===== config.mk =====
export PLATFORM = sky130hd
export DESIGN_NAME = float32_to_float16_convert
export DESIGN_NICKNAME = d
export VERILOG_FILES = /design/src/rtl/f2h_pkg.sv /design/src/rtl/float32_to_float16_convert.sv /design/src/rtl/f2h_decode.sv
export SDC_FILE = /design/constraint.sdc
export NUM_CORES = 1
export LEC_CHECK = 0
export BUFFER_PORTS_ARGS = -buffer_cell sky130_fd_sc_hd__buf_2
export CAP_MARGIN = 20
export CORE_MARGIN = 2
export CORE_UTILIZATION = 50
export DETAILED_ROUTE_END_ITERATION = 8
export HOLD_SLACK_MARGIN = 0.02
export PLACE_DENSITY = 0.74
export SETUP_SLACK_MARGIN = 0.5
export SLEW_MARGIN = 20
export SYNTH_ARGS = -nofsm -noshare
export SYNTH_HDL_FRONTEND = slang
export SYNTH_HIERARCHICAL = 1
export SYNTH_SLANG_ARGS = --single-unit

===== constraint.sdc =====
create_clock -name clk -period 5.9 [get_ports clk]
set_input_delay 0.59 -clock clk [delete_from_list [all_inputs] [get_ports clk]]
set_output_delay 0.59 -clock clk [all_outputs]
set_load 0.01 [all_outputs]

===== src/rtl/f2h_pkg.sv =====
// Types and constants for the single-to-half converter.
// No dependencies.
package f2h_pkg;

    localparam int SingleW = 32;
    localparam int HalfW   = 16;
    localparam int ExpW    = 8;
    localparam int FracW   = 23;
    localparam int SigW    = FracW + 1;
    localparam int HExpW   = 5;
    localparam int ShW     = 5;

    localparam logic [ExpW-1:0] EXP_ALL_ONES  = 8'hff;
    localparam logic [ExpW-1:0] EXP_INF_MIN   = 8'd143;
    localparam logic [ExpW-1:0] EXP_NORM_MIN  = 8'd113;
    localparam logic [ExpW-1:0] EXP_SUB_MIN   = 8'd102;
    localparam logic [ExpW-1:0] EXP_REBIAS    = 8'd112;
    localparam logic [ExpW-1:0] EXP_SHIFT_REF = 8'd126;

    localparam logic [FracW:0]    NORM_ROUND_ADD = 24'h001000;
    localparam logic [HalfW-2:0]  HALF_INF_MAG   = 15'h7c00;
    localparam logic [HalfW-2:0]  HALF_QNAN_MAG  = 15'h7e00;
    localparam logic [HalfW-2:0]  HALF_ZERO_MAG  = 15'h0000;

    typedef enum logic [2:0] {
        CLS_ZERO,
        CLS_SUB,
        CLS_NORM,
        CLS_INF,
        CLS_NAN
    } cls_t;

    typedef struct packed {
        logic             sign;
        cls_t             cls;
        logic [HExpW-1:0] reb;
        logic [ShW-1:0]   sh;
        logic [FracW-1:0] frac;
    } dec_t;

endpackage


===== src/rtl/float32_to_float16_convert.sv =====
// Top level: pipelined binary32 to binary16 converter.
// Depends on f2h_pkg and f2h_decode.
//
//  channel   handshake          payload
//  input     start / busy       single_bits[31:0]
//  result    done (strobe)      half_bits[15:0]
//
// One word enters per cycle; its result shows on done once it has passed every stage.
// The pipeline has three stages: decode, rounding add, subnormal shift and pack.
// busy stays low, as every stage advances each cycle.
// Reset clears the stage valid bits; payload registers are not reset.
module float32_to_float16_convert (
    input  logic                         clk,
    input  logic                         rst_n,
    input  logic                         start,
    output logic                         busy,
    input  logic [f2h_pkg::SingleW-1:0]  single_bits,
    output logic                         done,
    output logic [f2h_pkg::HalfW-1:0]    half_bits
);
    import f2h_pkg::*;

    dec_t dec_next;
    dec_t dec_reg;
    logic va_reg;

    logic             vb_reg;
    logic             sign_b_reg;
    cls_t             cls_b_reg;
    logic [ShW-1:0]   sh_b_reg;
    logic [HalfW-2:0] norm_b_reg;
    logic [SigW:0]    rsum_b_reg;
    logic [HalfW-2:0] norm_b_next;
    logic [SigW:0]    rsum_b_next;
    logic [FracW:0]   frac_rnd;

    logic             done_reg;
    logic [HalfW-1:0] half_reg;
    logic [HalfW-1:0] half_next;
    logic [HalfW-2:0] mag;
    logic [SigW:0]    sub_shifted;

    f2h_decode u_decode (
        .word (single_bits),
        .dec  (dec_next)
    );

    assign frac_rnd    = {1'b0, dec_reg.frac} + NORM_ROUND_ADD;
    assign norm_b_next = {dec_reg.reb, {(HalfW-1-HExpW){1'b0}}}
                       + {{(HalfW-1-(FracW+1-13)){1'b0}}, frac_rnd[FracW:13]};
    assign rsum_b_next = {2'b01, dec_reg.frac}
                       + ({{SigW{1'b0}}, 1'b1} << (dec_reg.sh - 1'b1));

    assign sub_shifted = rsum_b_reg >> sh_b_reg;

    always_comb
    begin
        case (cls_b_reg)
            CLS_ZERO: mag = HALF_ZERO_MAG;
            CLS_SUB:  mag = sub_shifted[HalfW-2:0];
            CLS_NORM: mag = norm_b_reg;
            CLS_INF:  mag = HALF_INF_MAG;
            CLS_NAN:  mag = HALF_QNAN_MAG;
            default:  mag = HALF_ZERO_MAG;
        endcase
        half_next = {sign_b_reg, mag};
    end

    always_ff @(posedge clk or negedge rst_n)
    begin
        if (!rst_n)
        begin
            va_reg   <= 1'b0;
            vb_reg   <= 1'b0;
            done_reg <= 1'b0;
        end
        else
        begin
            va_reg   <= start;
            vb_reg   <= va_reg;
            done_reg <= vb_reg;
        end
    end

    always_ff @(posedge clk)
    begin
        dec_reg    <= dec_next;
        sign_b_reg <= dec_reg.sign;
        cls_b_reg  <= dec_reg.cls;
        sh_b_reg   <= dec_reg.sh;
        norm_b_reg <= norm_b_next;
        rsum_b_reg <= rsum_b_next;
        half_reg   <= half_next;
    end

    assign busy      = 1'b0;
    assign done      = done_reg;
    assign half_bits = half_reg;

endmodule


===== src/rtl/f2h_decode.sv =====
// Field split and class decode of a binary32 word.
// Depends on f2h_pkg.
module f2h_decode (
    input  logic [f2h_pkg::SingleW-1:0] word,
    output f2h_pkg::dec_t               dec
);
    import f2h_pkg::*;

    logic [ExpW-1:0]  ex;
    logic [FracW-1:0] frac;
    logic [ExpW-1:0]  reb_full;
    logic [ExpW-1:0]  sh_full;

    assign ex       = word[SingleW-2 -: ExpW];
    assign frac     = word[FracW-1:0];
    assign reb_full = ex - EXP_REBIAS;
    assign sh_full  = EXP_SHIFT_REF - ex;

    always_comb
    begin
        dec.sign = word[SingleW-1];
        dec.frac = frac;
        dec.reb  = reb_full[HExpW-1:0];
        dec.sh   = sh_full[ShW-1:0];
        if (ex == EXP_ALL_ONES)
        begin
            dec.cls = (frac != '0) ? CLS_NAN : CLS_INF;
        end
        else if (ex >= EXP_INF_MIN)
        begin
            dec.cls = CLS_INF;
        end
        else if (ex >= EXP_NORM_MIN)
        begin
            dec.cls = CLS_NORM;
        end
        else if (ex >= EXP_SUB_MIN)
        begin
            dec.cls = CLS_SUB;
        end
        else
        begin
            dec.cls = CLS_ZERO;
        end
    end

endmodule


Yosys cells after proc, flatten, opt, wreduce, memory -nomap -nowiden
Cells that the tools add are included.

storage, ports and cells
  bits of input ports = 35
  output and inout port bits = 18
  bits in registers = 105
  logic and storage cells = 37

cells by class
  add/subtract/negate cells = 6
  shift-type cells = 2
  equality and inequality tests = 5
  muxes and demuxes = 6
  reductions and logical operators = 1
  $lt $le $gt $ge = 3

operators by type and width
  kind                                                               count
  case mux 15 bit (4 select lines)                                   1
  adder 24 x 25 -> 25 bit                                            1
  << shifter 1 x 5 -> 25 bit, first input constant                   1
  >> shifter 25 x 5 -> 15 bit                                        1
  adder 23 x 13 -> 24 bit, second input constant                     1
  nonzero test 23 bit                                                1
  greater-or-equal comparator 8 x 7 -> 1 bit, second input constant  2
  adder 15 x 11 -> 15 bit                                            1
  two-way mux 3 bit                                                  4
  == test 8 bit, second input constant                               1
  greater-or-equal comparator 8 bit, second input constant           1
  == test 3 x 2 -> 1 bit, second input constant                      2
  subtractor 5 x 1 -> 5 bit, second input constant                   1
  subtractor 5 bit, first input constant                             1
  subtractor 5 bit, second input constant                            1
  == test 3 x 1 -> 1 bit, second input constant                      1
  == test 3 bit, second input constant                               1
  two-way mux 1 bit                                                  1

Depth between registers and ports, before layout
Gate-level depths: netlist (run 1).

  word-level depth = 5
  depth in mapped cells = 13
  depth with buffers taken out = 12

Hierarchy
Netlist (run 1), hierarchy kept.

modules (own cells, without submodules)
  module                      area each (um2)  instances  seq. area each (um2)  cells each
  float32_to_float16_convert  5,068.6          1          2,117.0               513
  f2h_decode                  473.0            1          0.0                   67

Worst setup path before layout (run 1)
OpenSTA, ideal clock, no wires.

  kind = register to register
  start point = register dec_reg[23] (netlist name)
  end point = register rsum_b_reg[18]
  buffers on the path = 1
  data required time = 5.767 ns
  stages on the path, launching flop included = 14
  period minus slack after synthesis = 3.121 ns
  data arrival time = 2.987 ns
  path slack = 2.779 ns
  setup time = 0.133 ns
  cells stage by stage = dfxtp_1 -> clkbuf_1 -> nor2_1 -> ha_1 -> nand2b_1 -> nor2_1 -> ha_1 -> fa_1 -> a211oi_1 -> o211ai_1 -> a21boi_0 -> a22oi_1 -> mux2i_1 -> o2111ai_1

on the way
  longest elaborated chain between the ends = 3

RTL lines
  what                        RTL line                          text
  start: declaration          float32_to_float16_convert.sv:24  dec_t dec_reg;
  start signal: assignment    float32_to_float16_convert.sv:87  dec_reg <= dec_next;
  subtractor 5 x 1 -> 5 bit   float32_to_float16_convert.sv:52  + ({{SigW{1'b0}}, 1'b1} << (dec_reg.sh - 1'b1));
  << shifter 1 x 5 -> 25 bit  float32_to_float16_convert.sv:52
  adder 24 x 25 -> 25 bit     float32_to_float16_convert.sv:52
  net rsum_b_next[18]         float32_to_float16_convert.sv:34  logic [SigW:0] rsum_b_next;
  end signal: assignment      float32_to_float16_convert.sv:92  rsum_b_reg <= rsum_b_next;
  end: declaration            float32_to_float16_convert.sv:32  logic [SigW:0] rsum_b_reg;

The timed path passes the listed nets, and every way through them passes these cells.

Worst setup path in the final report (run 1)
  start point = register dec_reg[23] (netlist name)
  end point = register rsum_b_reg[19]

Same word-level chain as after synthesis.

==> impl_metrics.prom, run 1 <==
# TYPE chip_impl_metric gauge
chip_impl_info{name="outcome",value="finished clean"} 1
chip_impl_metric{name="multi_input_area",unit="um^2"} 3040
chip_impl_metric{name="clk_pin_slew",unit="ns"} 0.10
chip_impl_metric{name="clock_sink_count",unit=""} 105
chip_impl_metric{name="port-buffer-count",unit=""} 51
chip_impl_metric{name="dr.first_iter.drc_count",unit=""} 319
chip_impl_metric{name="initial_standard_cell_utilization_of_the_core",unit="%"} 51.1
chip_impl_metric{name="cp.buffers_inverters",unit=""} 0
chip_impl_metric{name="drt_pass1_iterations",unit=""} 7
chip_impl_info{name="path_class",value="reg -> reg"} 1
chip_impl_metric{name="finalCriticalPeriod",unit="ns"} 3.56
chip_impl_metric{name="die_area",unit="um^2"} 11900
chip_impl_info{name="worst_path_cell_chain",value="nor2_1 > ha_1 > nand2_1 > nor4_1 > ha_1 > a21oi_1 > nand4b_1 > a21boi_0 > a41o_1 > a2111oi_0 > a311oi_1"} 1
chip_impl_metric{name="max_ffs_per_register",unit=""} 37
chip_impl_metric{name="die_width",unit="um"} 109
chip_impl_info{name="grt_setup_unrepaired",value="false"} 1
chip_impl_info{name="mostFrequentLayoutCells",value="sky130_fd_sc_hd__dfxtp_1 (102), sky130_fd_sc_hd__buf_2 (51), sky130_fd_sc_hd__nand2_1 (44)"} 1
chip_impl_metric{name="synthCells",unit=""} 580
chip_impl_metric{name="clock.fmax",unit="GHz"} 0.281
chip_impl_info{name="tritoncts",value="yes"} 1
chip_impl_metric{name="fp-row-count",unit=""} 38
chip_impl_metric{name="synth_cell_types",unit=""} 62
chip_impl_metric{name="stdcell_count",unit=""} 739
chip_impl_metric{name="clock_buffers_created_by_tritoncts",unit=""} 9
chip_impl_metric{name="finalSetupViolations",unit=""} 0
chip_impl_metric{name="routed-via-count",unit=""} 4296
chip_impl_metric{name="synth_top_area_share",unit="%"} 36.8
chip_impl_metric{name="cts_repair_resize_count",unit=""} 0
chip_impl_metric{name="drv_slew",unit=""} 0
chip_impl_metric{name="postSynthRegisterBits",unit=""} 105
chip_impl_metric{name="clk_latency",unit="ns"} 0.40
chip_impl_metric{name="global_route.usage.total",unit="%"} 23.7
chip_impl_metric{name="fin_skew",unit="ns"} 0.0151
chip_impl_metric{name="pin_count_of_the_biggest_net_entering_global_routing",unit=""} 32
chip_impl_metric{name="period_share",unit="%"} 60.3
chip_impl_metric{name="grt.overflow.total",unit=""} 0
chip_impl_metric{name="timing.final.hold_violations",unit=""} 0
chip_impl_info{name="synth.largest_area_cell",value="sky130_fd_sc_hd__dfxtp_1"} 1
chip_impl_metric{name="power.static_leakage",unit="nW"} 2.56
chip_impl_metric{name="register_area",unit="um^2"} 2120
chip_impl_metric{name="timing.critical_path.required",unit="ns"} 6.17
chip_impl_metric{name="max_slew.worst_pin.slew",unit="ns"} 0.819
chip_impl_metric{name="dp_cells",unit=""} 722
chip_impl_metric{name="crit_arrival",unit="ns"} 3.83
chip_impl_info{name="critical-path-slowest-cell",value="sky130_fd_sc_hd__dfxtp_1"} 1
chip_impl_metric{name="crit_path_max_fanout",unit=""} 12
chip_impl_metric{name="grt_pass1_wl",unit="um"} 21100
chip_impl_metric{name="final.setup.tns",unit="ns"} 0
chip_impl_metric{name="power_density",unit="nW/um^2"} 278
chip_impl_metric{name="floorplan.die.height",unit="um"} 109
chip_impl_metric{name="maximum_capacitance_violations",unit=""} 0
chip_impl_info{name="worst_setup_path_end_kind",value="flop"} 1
chip_impl_info{name="setup.worst_path.start_class",value="flop"} 1
chip_impl_info{name="synthFlopType",value="sky130_fd_sc_hd__dfxtp_1"} 1
chip_impl_metric{name="h-tree-depth",unit=""} 3
chip_impl_metric{name="dp_hpwl",unit="um"} 10400
chip_impl_metric{name="post_route_cells_drive_above_1_share",unit="%"} 16.2
chip_impl_info{name="clockRootBuffer",value="sky130_fd_sc_hd__clkbuf_8"} 1
chip_impl_metric{name="synthArstFlopShare",unit="%"} 2.86
chip_impl_info{name="critical_path.top_delay_family",value="compound AO/OA/AOI/OAI gates"} 1
chip_impl_metric{name="placeableCoreArea",unit="um^2"} 10800
chip_impl_metric{name="grt_antenna_before_repair",unit=""} 0
chip_impl_info{name="min-delay-path-class",value="in -> reg"} 1
chip_impl_info{name="netlist_top_cells_area",value="sky130_fd_sc_hd__dfxtp_1 (37%), sky130_fd_sc_hd__ha_1 (7.5%), sky130_fd_sc_hd__mux4_2 (7.3%), sky130_fd_sc_hd__buf_4 (4.3%), sky130_fd_sc_hd__xnor2_1 (3.3%)"} 1
chip_impl_metric{name="netlist_area",unit="um^2"} 5540
chip_impl_metric{name="area_overhead_of_the_layout_relative_to_synthesis",unit="%"} 6.53
chip_impl_metric{name="share_of_the_yosys_chip_area_belonging_to_registers",unit="%"} 38.2
chip_impl_metric{name="worst_slew_margin_rel",unit="%"} 45.3
chip_impl_metric{name="ys.warnings.count",unit=""} 6
chip_impl_metric{name="final_antenna_net_count",unit=""} 0
chip_impl_info{name="layout_commonest_cell",value="sky130_fd_sc_hd__dfxtp_1"} 1
chip_impl_metric{name="postSynthNetCount",unit=""} 649
chip_impl_metric{name="avgViaCountPerCell",unit=""} 5.81
chip_impl_metric{name="number_of_enable_type_register_cells_in_the_synthesized_netlist",unit=""} 0
chip_impl_metric{name="avgSynthCellArea",unit="um^2"} 9.55
chip_impl_metric{name="first_global_vias",unit=""} 4119
chip_impl_metric{name="detailed_route_wire_length",unit="um"} 13200
chip_impl_metric{name="route.detailed.drc",unit=""} 0
chip_impl_metric{name="fillCellCount",unit=""} 971
chip_impl_metric{name="insertedDiodeCount",unit=""} 0
chip_impl_metric{name="clock_path_buffers",unit=""} 2
chip_impl_metric{name="post_drt_wl_per_cell",unit="um"} 17.9
chip_impl_metric{name="peakVddDrop",unit="mV"} 0.176
chip_impl_metric{name="cpPeakStageDelay",unit="ns"} 0.55
chip_impl_metric{name="pin_count",unit=""} 53
chip_impl_metric{name="place.gp.congestion",unit=""} 0.972
chip_impl_metric{name="num-nets-final",unit=""} 663
chip_impl_info{name="cpMostUsedCell",value="sky130_fd_sc_hd__ha_1"} 1
-- metal layers --
metal	routed length, um	up-vias	global-route usage, %
li1	-	2085	-
met3	591	28	3.17
met1	6120	2050	31.9
met5	0	-	0
met2	6120	133	38.1
met4	373	0	10.2
-- worst paths after layout --
check	from	endpoint	slack (ns)	depth (start not counted)
max	dec_reg[23]	rsum_b_reg[19]	2.34	11
min	single_bits[31]	dec_reg[36]	0.29	1
max reg2reg	dec_reg[23]	rsum_b_reg[19]	2.34	11
min reg2reg	dec_reg[36]	sign_b_reg	0.34	0
max in group asynchronous	rst_n	va_reg	5.29	2
min in group asynchronous	rst_n	done	0.51	2
-- final cells by class --
| class | instances | share of cell area [%] |
|---|---|---|
| Sequential cell | 105 | 35.9 |
| Tap cell | 140 | 2.97 |
| Multi-Input combinational cell | 407 | 51.4 |
| Clock inverter | 5 | 1.17 |
| Inverter | 17 | 1.08 |
| Timing Repair Buffer | 54 | 4.75 |
| Clock buffer | 11 | 2.76 |
-- stage by stage --
step           cell area, um^2  hold slack (ns)  util, %  setup WS (ns)  power [mW]
6_report                  5900            0.290     54.5           2.34        1.64
5_1_grt                   5900            0.276     54.5           2.06        1.72
3_5_place_dp              5660            0.315     52.2           2.45        1.15
3_3_place_gp              5660            0.313     52.2           2.66        1.14
2_1_floorplan             5540            0.294        -           2.78        1.06
4_1_cts                   5900            0.276     54.5           2.44        1.65
-- synthesized netlist by cell type (5+ instances only) --
library cell / number
sky130_fd_sc_hd__inv_1: 16
sky130_fd_sc_hd__nor2b_1: 8
sky130_fd_sc_hd__and3_1: 6
sky130_fd_sc_hd__nor3_1: 14
sky130_fd_sc_hd__nand2_1: 44
sky130_fd_sc_hd__o21ai_0: 27
sky130_fd_sc_hd__ha_1: 33
sky130_fd_sc_hd__nor4_1: 8
sky130_fd_sc_hd__dfxtp_1: 102
sky130_fd_sc_hd__a21oi_1: 35
sky130_fd_sc_hd__mux2i_1: 15
sky130_fd_sc_hd__mux4_2: 18
sky130_fd_sc_hd__xor2_1: 14
sky130_fd_sc_hd__nor2_1: 43
sky130_fd_sc_hd__buf_2: 5
sky130_fd_sc_hd__nand2b_1: 7
sky130_fd_sc_hd__clkbuf_1: 13
sky130_fd_sc_hd__o211ai_1: 6
sky130_fd_sc_hd__a211oi_1: 16
sky130_fd_sc_hd__nand3_1: 15
sky130_fd_sc_hd__xnor2_1: 21
sky130_fd_sc_hd__and2_1: 8
sky130_fd_sc_hd__a21o_1: 7
sky130_fd_sc_hd__buf_4: 32
-- logic make-up after synthesis --
logic type | count (synthesis) | share of synthesized area, %
xor gates and xnor gates | 35 | 5.53
muxes | 37 | 10.8
buffers and inverters | 68 | 7.02
adders and majority gates | 34 | 7.81
and+or+nand+nor | 173 | 15.6
other | 1 | 0.0677
AOI/OAI and AO/OA | 127 | 14.9
DFF | 105 | 38.2
-- where the power goes --
group	leakage (nW)	internal [mW]	switching, mW	total, mW
registers	0.893	0.768	0.0537	0.822
logic	1.55	0.145	0.170	0.315
clock network	0.118	0.239	0.263	0.503
total	2.56	1.15	0.487	1.64
-- repair_timing --
action	4_1_cts	5_1_grt
setup buffers	0	0
setup endpoints to repair	0	0
hold buffers	1	0
hold endpoints to repair	3	0
Power figures use the tool's default switching activity.
==> run 2: changes to the inputs <==
- clock period: 5.9 -> 3.37 ns (I/O delays scaled with it)
==> run 2 against run 1 <==
Compared with the run above: first-iteration DRC count shrank 40%; routed wire length rose by 3.2%; clock-buffer cell count fell by 1; cell count increased by 3.8%; non-clock buffer count rose by 29; combinational power grew 100%; die area unchanged; clock skew is 0.0069 ns lower; utilization grew 4.3 points; hold slack worse by 0.23 ns; critical path depth unchanged; critical endpoint is now rsum_b_reg[18]; largest cell class unchanged.
==> impl_metrics.prom, run 2 (same netlist as run 1, synthesis figures left out) <==
# TYPE chip_impl_metric gauge
chip_impl_info{name="outcome",value="finished clean"} 1
chip_impl_metric{name="clock_sink_count",unit=""} 105
chip_impl_metric{name="detailed_route_wire_length",unit="um"} 13600
chip_impl_metric{name="route.detailed.drc",unit=""} 0
chip_impl_metric{name="power_density",unit="nW/um^2"} 467
chip_impl_metric{name="max_slew.worst_pin.slew",unit="ns"} 0.839
chip_impl_metric{name="post_drt_wl_per_cell",unit="um"} 17.8
chip_impl_info{name="grt_setup_unrepaired",value="true"} 1
chip_impl_metric{name="finalSetupViolations",unit=""} 0
chip_impl_info{name="crit-reg2reg-capture",value="rsum_b_reg[18]"} 1
chip_impl_metric{name="drv_slew",unit=""} 0
chip_impl_info{name="r2r-start",value="dec_reg[25]"} 1
chip_impl_info{name="hold_start",value="single_bits[31]"} 1
chip_impl_metric{name="fin_skew",unit="ns"} 0.00823
chip_impl_metric{name="die_area",unit="um^2"} 11900
chip_impl_metric{name="place.gp.congestion",unit=""} 0.919
chip_impl_metric{name="die_width",unit="um"} 109
chip_impl_metric{name="initial_standard_cell_utilization_of_the_core",unit="%"} 51.1
chip_impl_metric{name="max_ffs_per_register",unit=""} 37
chip_impl_metric{name="preCtsSetupSlack",unit="ns"} 0.0912
chip_impl_metric{name="setup_ws",unit="ns"} 0.536
chip_impl_info{name="tritoncts",value="yes"} 1
chip_impl_metric{name="postLayoutCellArea",unit="um^2"} 6370
chip_impl_metric{name="worst-r2r-cell-count",unit=""} 11
chip_impl_metric{name="dp_hpwl",unit="um"} 10300
chip_impl_metric{name="post_route_cells_drive_above_1_share",unit="%"} 26.8
chip_impl_metric{name="grt.overflow.total",unit=""} 0
chip_impl_metric{name="avgViaCountPerCell",unit=""} 5.74
chip_impl_info{name="mostFrequentLayoutCells",value="sky130_fd_sc_hd__dfxtp_1 (96), sky130_fd_sc_hd__buf_2 (51), sky130_fd_sc_hd__nand2_1 (43)"} 1
chip_impl_metric{name="pwr-share-clk",unit="%"} 30.1
chip_impl_metric{name="grt_pass1_wl",unit="um"} 20700
chip_impl_metric{name="p_sw_share",unit="%"} 29.0
chip_impl_metric{name="power.internal",unit="mW"} 2.12
chip_impl_metric{name="cpPeakStageDelay",unit="ns"} 0.41
chip_impl_metric{name="combPwrFrac",unit="%"} 21.6
chip_impl_metric{name="fp-row-count",unit=""} 38
chip_impl_metric{name="power.static_leakage",unit="nW"} 2.72
chip_impl_metric{name="worstHoldPathCells",unit=""} 1
chip_impl_info{name="clockRootBuffer",value="sky130_fd_sc_hd__clkbuf_8"} 1
chip_impl_metric{name="global_route.usage.total",unit="%"} 23.1
chip_impl_info{name="path_class",value="reg -> reg"} 1
chip_impl_metric{name="clk_latency",unit="ns"} 0.38
chip_impl_metric{name="drt_pass1_iterations",unit=""} 4
chip_impl_metric{name="floorplan.die.height",unit="um"} 109
chip_impl_metric{name="worst_hold_slack",unit="ns"} 0.0576
chip_impl_metric{name="share_seq_of_total_power",unit="%"} 48.3
chip_impl_metric{name="clk_pin_slew",unit="ns"} 0.09
chip_impl_info{name="hold_path_endpoint",value="dec_reg[36]"} 1
chip_impl_metric{name="num-nets-final",unit=""} 692
chip_impl_metric{name="port-buffer-count",unit=""} 51
chip_impl_info{name="layout_commonest_cell",value="sky130_fd_sc_hd__dfxtp_1"} 1
chip_impl_metric{name="pin_count",unit=""} 53
chip_impl_metric{name="period_share",unit="%"} 84.1
chip_impl_info{name="setup.worst_path.start_class",value="flop"} 1
chip_impl_metric{name="grt_antenna_before_repair",unit=""} 0
chip_impl_metric{name="clock_path_buffers",unit=""} 2
chip_impl_metric{name="regToRegSetupSlack",unit="ns"} 0.54
chip_impl_metric{name="area_overhead_of_the_layout_relative_to_synthesis",unit="%"} 15.0
chip_impl_metric{name="timing.critical_path.required",unit="ns"} 3.62
chip_impl_info{name="critical-path-slowest-cell",value="sky130_fd_sc_hd__dfxtp_4"} 1
chip_impl_metric{name="routed-via-count",unit=""} 4403
chip_impl_metric{name="crit_arrival",unit="ns"} 3.08
chip_impl_metric{name="final_antenna_net_count",unit=""} 0
chip_impl_metric{name="first_global_vias",unit=""} 4162
chip_impl_metric{name="pin_count_of_the_biggest_net_entering_global_routing",unit=""} 31
chip_impl_metric{name="maximum_capacitance_violations",unit=""} 0
chip_impl_info{name="worst_path_cell_chain",value="inv_2 > ha_4 > nand2_8 > nor4_4 > fa_2 > a211oi_2 > o211ai_1 > a21boi_2 > a22oi_2 > mux2i_1 > o2111ai_1"} 1
chip_impl_info{name="worst_setup_path_end_kind",value="flop"} 1
chip_impl_metric{name="clock_buffers_created_by_tritoncts",unit=""} 9
chip_impl_metric{name="timing.final.hold_violations",unit=""} 0
chip_impl_metric{name="fillCellCount",unit=""} 941
chip_impl_metric{name="worst_slew_margin_rel",unit="%"} 44.0
chip_impl_metric{name="dr.first_iter.drc_count",unit=""} 191
chip_impl_metric{name="placeableCoreArea",unit="um^2"} 10800
chip_impl_metric{name="clock.fmax",unit="GHz"} 0.353
chip_impl_metric{name="insertedDiodeCount",unit=""} 0
chip_impl_metric{name="crit_path_max_fanout",unit=""} 6
chip_impl_metric{name="h-tree-depth",unit=""} 3
chip_impl_metric{name="finalCriticalPeriod",unit="ns"} 2.83
chip_impl_info{name="min-delay-path-class",value="in -> reg"} 1
chip_impl_metric{name="peakVddDrop",unit="mV"} 0.229
chip_impl_metric{name="final_util",unit="%"} 58.8
chip_impl_metric{name="final.setup.tns",unit="ns"} 0
chip_impl_metric{name="place_area",unit="um^2"} 5730
chip_impl_metric{name="power_switching",unit="mW"} 0.862
==> run 2: layer usage <==
metal,share of wire [%],track usage (%),vias up
li1,-,-,2153
met1,44,29.6,2064
met2,45,35.5,137
met3,5.0,5.50,49
met4,5.4,13.7,0
met5,0,0,-
==> run 2: stage by stage <==
step                      total power, mW  instances
final                                2.98        767
after global routing                 3.12        767
after detailed placement             2.02        727
after floorplan                      1.87        580
after global placement               2.01        727
after CTS                            2.93        749
==> run 2: how the worst max path moves through the flow <==
stage / from / cells past startpoint / slack, ns / end
final: dec_reg[25] / 11 / 0.54 / rsum_b_reg[18]
after global routing: dec_reg[24] / 11 / 0.35 / rsum_b_reg[24]
after CTS: dec_reg[25] / 11 / 0.51 / rsum_b_reg[19]
after detailed placement: dec_reg[24] / 11 / 0.09 / rsum_b_reg[17]
after global placement: dec_reg[24] / 12 / 0.24 / rsum_b_reg[24]
after floorplan: dec_reg[23] / 12 / 0.50 / rsum_b_reg[19]
==> run 2: final cells by class <==
cell class	instances	area (um^2)	area share, %
tap	140	175	2.75
clock inverter	5	86.3	1.35
timing repair buffer	83	505	7.93
sequential	105	2130	33.5
clock buffer	10	149	2.34
inverter	17	63.8	1.00
multi-input combinational	407	3260	51.2
==> run 2: power by group through the flow <==
stage	sequential (mW)	clock, mW	combinational, mW
2_1_floorplan	1.43	0	0.442
3_3_place_gp	1.46	0	0.548
3_5_place_dp	1.46	0	0.558
4_1_cts	1.44	0.913	0.581
5_1_grt	1.45	0.971	0.696
6_report	1.44	0.897	0.642
==> run 2: timing repair <==
action	CTS	global route
hold buffers	1	0
gates resized for setup	22	32
pin swaps	5	28
endpoints found under the hold margin	3	0
buffers inserted	6	18
endpoints found under the setup margin	16	12
==> run 2: critical path, delay by kind of cell (launching register included) <==
kind	cells	cell delay, ns
muxes	1	0.23
adders and majority gates	2	0.65
DFF	1	0.41
buffers and inverters	1	0.06
and+or+nand+nor	2	0.41
AOI/OAI and AO/OA	5	0.95
==> run 3: changes to the inputs <==
- clock period: 3.37 -> 2.9 ns (I/O delays scaled with it)
==> run 3 against run 2 <==
Compared with the run above: cell count increased by 4.0%; critical path depth unchanged; routed wire length rose by 3.9%; clock power is 5.5% higher; maximum frequency rose by 2.7%.
==> impl_metrics.prom, run 3 (same netlist as run 1, synthesis figures left out) <==
# TYPE chip_impl_metric gauge
chip_impl_metric{name="grtUsageMet1",unit="%"} 32.5
chip_impl_metric{name="initial_standard_cell_utilization_of_the_core",unit="%"} 51.1
chip_impl_info{name="hold_path_endpoint",value="dec_reg[31]"} 1
chip_impl_metric{name="die_area",unit="um^2"} 11900
chip_impl_metric{name="port-buffer-count",unit=""} 51
chip_impl_info{name="clockRootBuffer",value="sky130_fd_sc_hd__clkbuf_8"} 1
chip_impl_metric{name="peakVddDrop",unit="mV"} 0.395
chip_impl_metric{name="cpPeakStageDelay",unit="ns"} 0.42
chip_impl_info{name="r2r-start",value="dec_reg[23]"} 1
chip_impl_metric{name="area_overhead_of_the_layout_relative_to_synthesis",unit="%"} 21.4
chip_impl_metric{name="global_route.usage.total",unit="%"} 25.3
chip_impl_metric{name="pin_count_of_the_biggest_net_entering_global_routing",unit=""} 31
chip_impl_info{name="mostFrequentLayoutCells",value="sky130_fd_sc_hd__dfxtp_1 (95), sky130_fd_sc_hd__buf_2 (51), sky130_fd_sc_hd__nand2_1 (43)"} 1
chip_impl_metric{name="first_global_vias",unit=""} 4356
chip_impl_metric{name="timing.critical_path.required",unit="ns"} 3.21
chip_impl_metric{name="routed-via-count",unit=""} 4617
chip_impl_info{name="crit-reg2reg-capture",value="rsum_b_reg[19]"} 1
chip_impl_info{name="min-delay-path-class",value="in -> reg"} 1
chip_impl_info{name="setup.worst_path.start_class",value="flop"} 1
chip_impl_metric{name="die_width",unit="um"} 109
chip_impl_metric{name="final_antenna_net_count",unit=""} 0
chip_impl_metric{name="post_route_cells_drive_above_1_share",unit="%"} 28.4
chip_impl_metric{name="placeableCoreArea",unit="um^2"} 10800
chip_impl_metric{name="avgViaCountPerCell",unit=""} 5.79
chip_impl_metric{name="route.detailed.drc",unit=""} 0
chip_impl_info{name="critical-path-slowest-cell",value="sky130_fd_sc_hd__dfxtp_4"} 1
chip_impl_metric{name="crit_arrival",unit="ns"} 3.07
chip_impl_metric{name="power.static_leakage",unit="nW"} 2.87
chip_impl_metric{name="finalCriticalPeriod",unit="ns"} 2.76
chip_impl_info{name="global_route_layer_with_the_greatest_usage",value="met2"} 1
chip_impl_metric{name="drv_slew",unit=""} 0
chip_impl_metric{name="period_share",unit="%"} 95.1
chip_impl_info{name="hold_start",value="single_bits[26]"} 1
chip_impl_info{name="critical_path.top_delay_family",value="compound AO/OA/AOI/OAI gates"} 1
chip_impl_metric{name="fp-row-count",unit=""} 38
chip_impl_metric{name="grt.overflow.total",unit=""} 0
chip_impl_info{name="tritoncts",value="yes"} 1
chip_impl_metric{name="max_ffs_per_register",unit=""} 37
chip_impl_metric{name="detailed_route_wire_length",unit="um"} 14200
chip_impl_metric{name="place.gp.congestion",unit=""} 0.924
chip_impl_metric{name="postLayoutCellArea",unit="um^2"} 6730
chip_impl_metric{name="clock_sink_count",unit=""} 105
chip_impl_metric{name="finalSetupViolations",unit=""} 0
chip_impl_metric{name="grt_pass1_wl",unit="um"} 22300
chip_impl_metric{name="clock_buffers_created_by_tritoncts",unit=""} 9
chip_impl_metric{name="crit_path_max_fanout",unit=""} 6
chip_impl_metric{name="grt_use_met2",unit="%"} 43.0
chip_impl_metric{name="grtUsageMet3",unit="%"} 3.41
chip_impl_metric{name="cp.buffers_inverters",unit=""} 0
chip_impl_metric{name="place_area",unit="um^2"} 5880
chip_impl_metric{name="clock_path_buffers",unit=""} 2
chip_impl_metric{name="worst_hold_slack",unit="ns"} 0.0661
chip_impl_metric{name="num-nets-final",unit=""} 722
chip_impl_metric{name="fin_skew",unit="ns"} 0.0104
chip_impl_info{name="cpMostUsedCell",value="sky130_fd_sc_hd__a21o_1"} 1
chip_impl_metric{name="worst-r2r-cell-count",unit=""} 11
chip_impl_info{name="worst_setup_path_end_kind",value="flop"} 1
chip_impl_metric{name="clk_latency",unit="ns"} 0.40
chip_impl_metric{name="regToRegSetupSlack",unit="ns"} 0.14
chip_impl_metric{name="worst_slew_margin_rel",unit="%"} 57.8
chip_impl_metric{name="post_drt_wl_per_cell",unit="um"} 17.7
chip_impl_metric{name="drt_pass1_iterations",unit=""} 5
chip_impl_info{name="layout_commonest_cell",value="sky130_fd_sc_hd__dfxtp_1"} 1
chip_impl_metric{name="worstHoldPathCells",unit=""} 1
chip_impl_metric{name="pin_count",unit=""} 53
chip_impl_metric{name="max_slew.worst_pin.slew",unit="ns"} 0.627
chip_impl_metric{name="power_density",unit="nW/um^2"} 506
chip_impl_metric{name="insertedDiodeCount",unit=""} 0
chip_impl_metric{name="maximum_capacitance_violations",unit=""} 0
chip_impl_metric{name="clk_pin_slew",unit="ns"} 0.12
chip_impl_metric{name="dp_hpwl",unit="um"} 10900
chip_impl_info{name="outcome",value="finished clean"} 1
chip_impl_info{name="grt_setup_unrepaired",value="true"} 1
chip_impl_metric{name="h-tree-depth",unit=""} 3
chip_impl_info{name="worst_path_cell_chain",value="nor2_4 > ha_4 > nand2b_4 > nor4_2 > ha_1 > a21o_1 > a221o_1 > a21bo_1 > a41o_1 > a21o_1 > a311oi_2"} 1
chip_impl_metric{name="timing.final.hold_violations",unit=""} 0
chip_impl_metric{name="clock.fmax",unit="GHz"} 0.363
chip_impl_metric{name="grt_antenna_before_repair",unit=""} 0
chip_impl_metric{name="dr.first_iter.drc_count",unit=""} 364
chip_impl_metric{name="floorplan.die.height",unit="um"} 109
chip_impl_info{name="path_class",value="reg -> reg"} 1
==> run 3: cell count changes in the layout (fill, tap and decap cells not counted), moves of 3 or more <==
cell and change:
sky130_fd_sc_hd__a21oi_1 -5, sky130_fd_sc_hd__o21ai_0 -3, sky130_fd_sc_hd__inv_6 +3, sky130_fd_sc_hd__buf_4 +6
sky130_fd_sc_hd__a21oi_2 +5, sky130_fd_sc_hd__dlygate4sd3_1 +25
==> run 3: where the power goes <==
group	switching (mW)	total, mW	internal, mW
logic	0.402	0.788	0.387
clock network	0.593	0.946	0.353
registers	0.108	1.67	1.56
==> run 3: area by class of cell <==
type | instances | area (um^2)
inverter | 17 | 63.8
fill | 891 | 4110
tap | 140 | 175
sequential | 105 | 2140
multi-input combinational | 407 | 3350
clock inverter | 7 | 86.3
clock buffer | 9 | 124
timing repair buffer | 113 | 786
==> run 3: stage by stage <==
step / setup TNS [ns] / utilization, % / power (mW) / instances / worst slack (ns)
floorplan: 0 / - / 2.19 / 580 / 0.172
global placement: 0 / 54.3 / 2.37 / 740 / 0.107
detailed placement: -0.0516 / 54.3 / 2.38 / 740 / -0.0516
CTS: 0 / 61.0 / 3.39 / 797 / 0.222
global route: 0 / 62.1 / 3.56 / 798 / 0.0482
finish: 0 / 62.1 / 3.41 / 798 / 0.141
==> run 3: how the worst max path moves through the flow <==
stage / from / endpoint / slack, ns / depth (start not counted)
after floorplan: dec_reg[24] / rsum_b_reg[19] / 0.17 / 12
after global placement: dec_reg[25] / rsum_b_reg[17] / 0.11 / 11
after detailed placement: dec_reg[25] / rsum_b_reg[17] / -0.05 / 11
after CTS: dec_reg[23] / rsum_b_reg[19] / 0.22 / 11
after global routing: dec_reg[23] / rsum_b_reg[18] / 0.05 / 12
final: dec_reg[23] / rsum_b_reg[19] / 0.14 / 11
==> run 3: routing by layer <==
metal / vias up / routed length, um
met5: - / 0
met1: 2185 / 6250
met2: 178 / 6830
met4: 0 / 359
li1: 2227 / -
met3: 27 / 710
==> run 3: timing repair <==
item	CTS	global route
pin swaps	23	6
hold buffers	26	0
cloned	0	0
endpoints found under the hold margin	28	0
buffers inserted	15	1
endpoints found under the setup margin	22	20
gates resized for setup	33	22
==> run 3: worst register-to-register path: stages (launching register included) <==
cell                       delay [ns]
sky130_fd_sc_hd__dfxtp_4         0.42
sky130_fd_sc_hd__nor2_4          0.06
sky130_fd_sc_hd__ha_4            0.30
sky130_fd_sc_hd__nand2b_4        0.19
sky130_fd_sc_hd__nor4_2          0.06
sky130_fd_sc_hd__ha_1            0.22
sky130_fd_sc_hd__a21o_1          0.19
sky130_fd_sc_hd__a221o_1         0.33
sky130_fd_sc_hd__a21bo_1         0.17
sky130_fd_sc_hd__a41o_1          0.28
sky130_fd_sc_hd__a21o_1          0.22
sky130_fd_sc_hd__a311oi_2        0.23
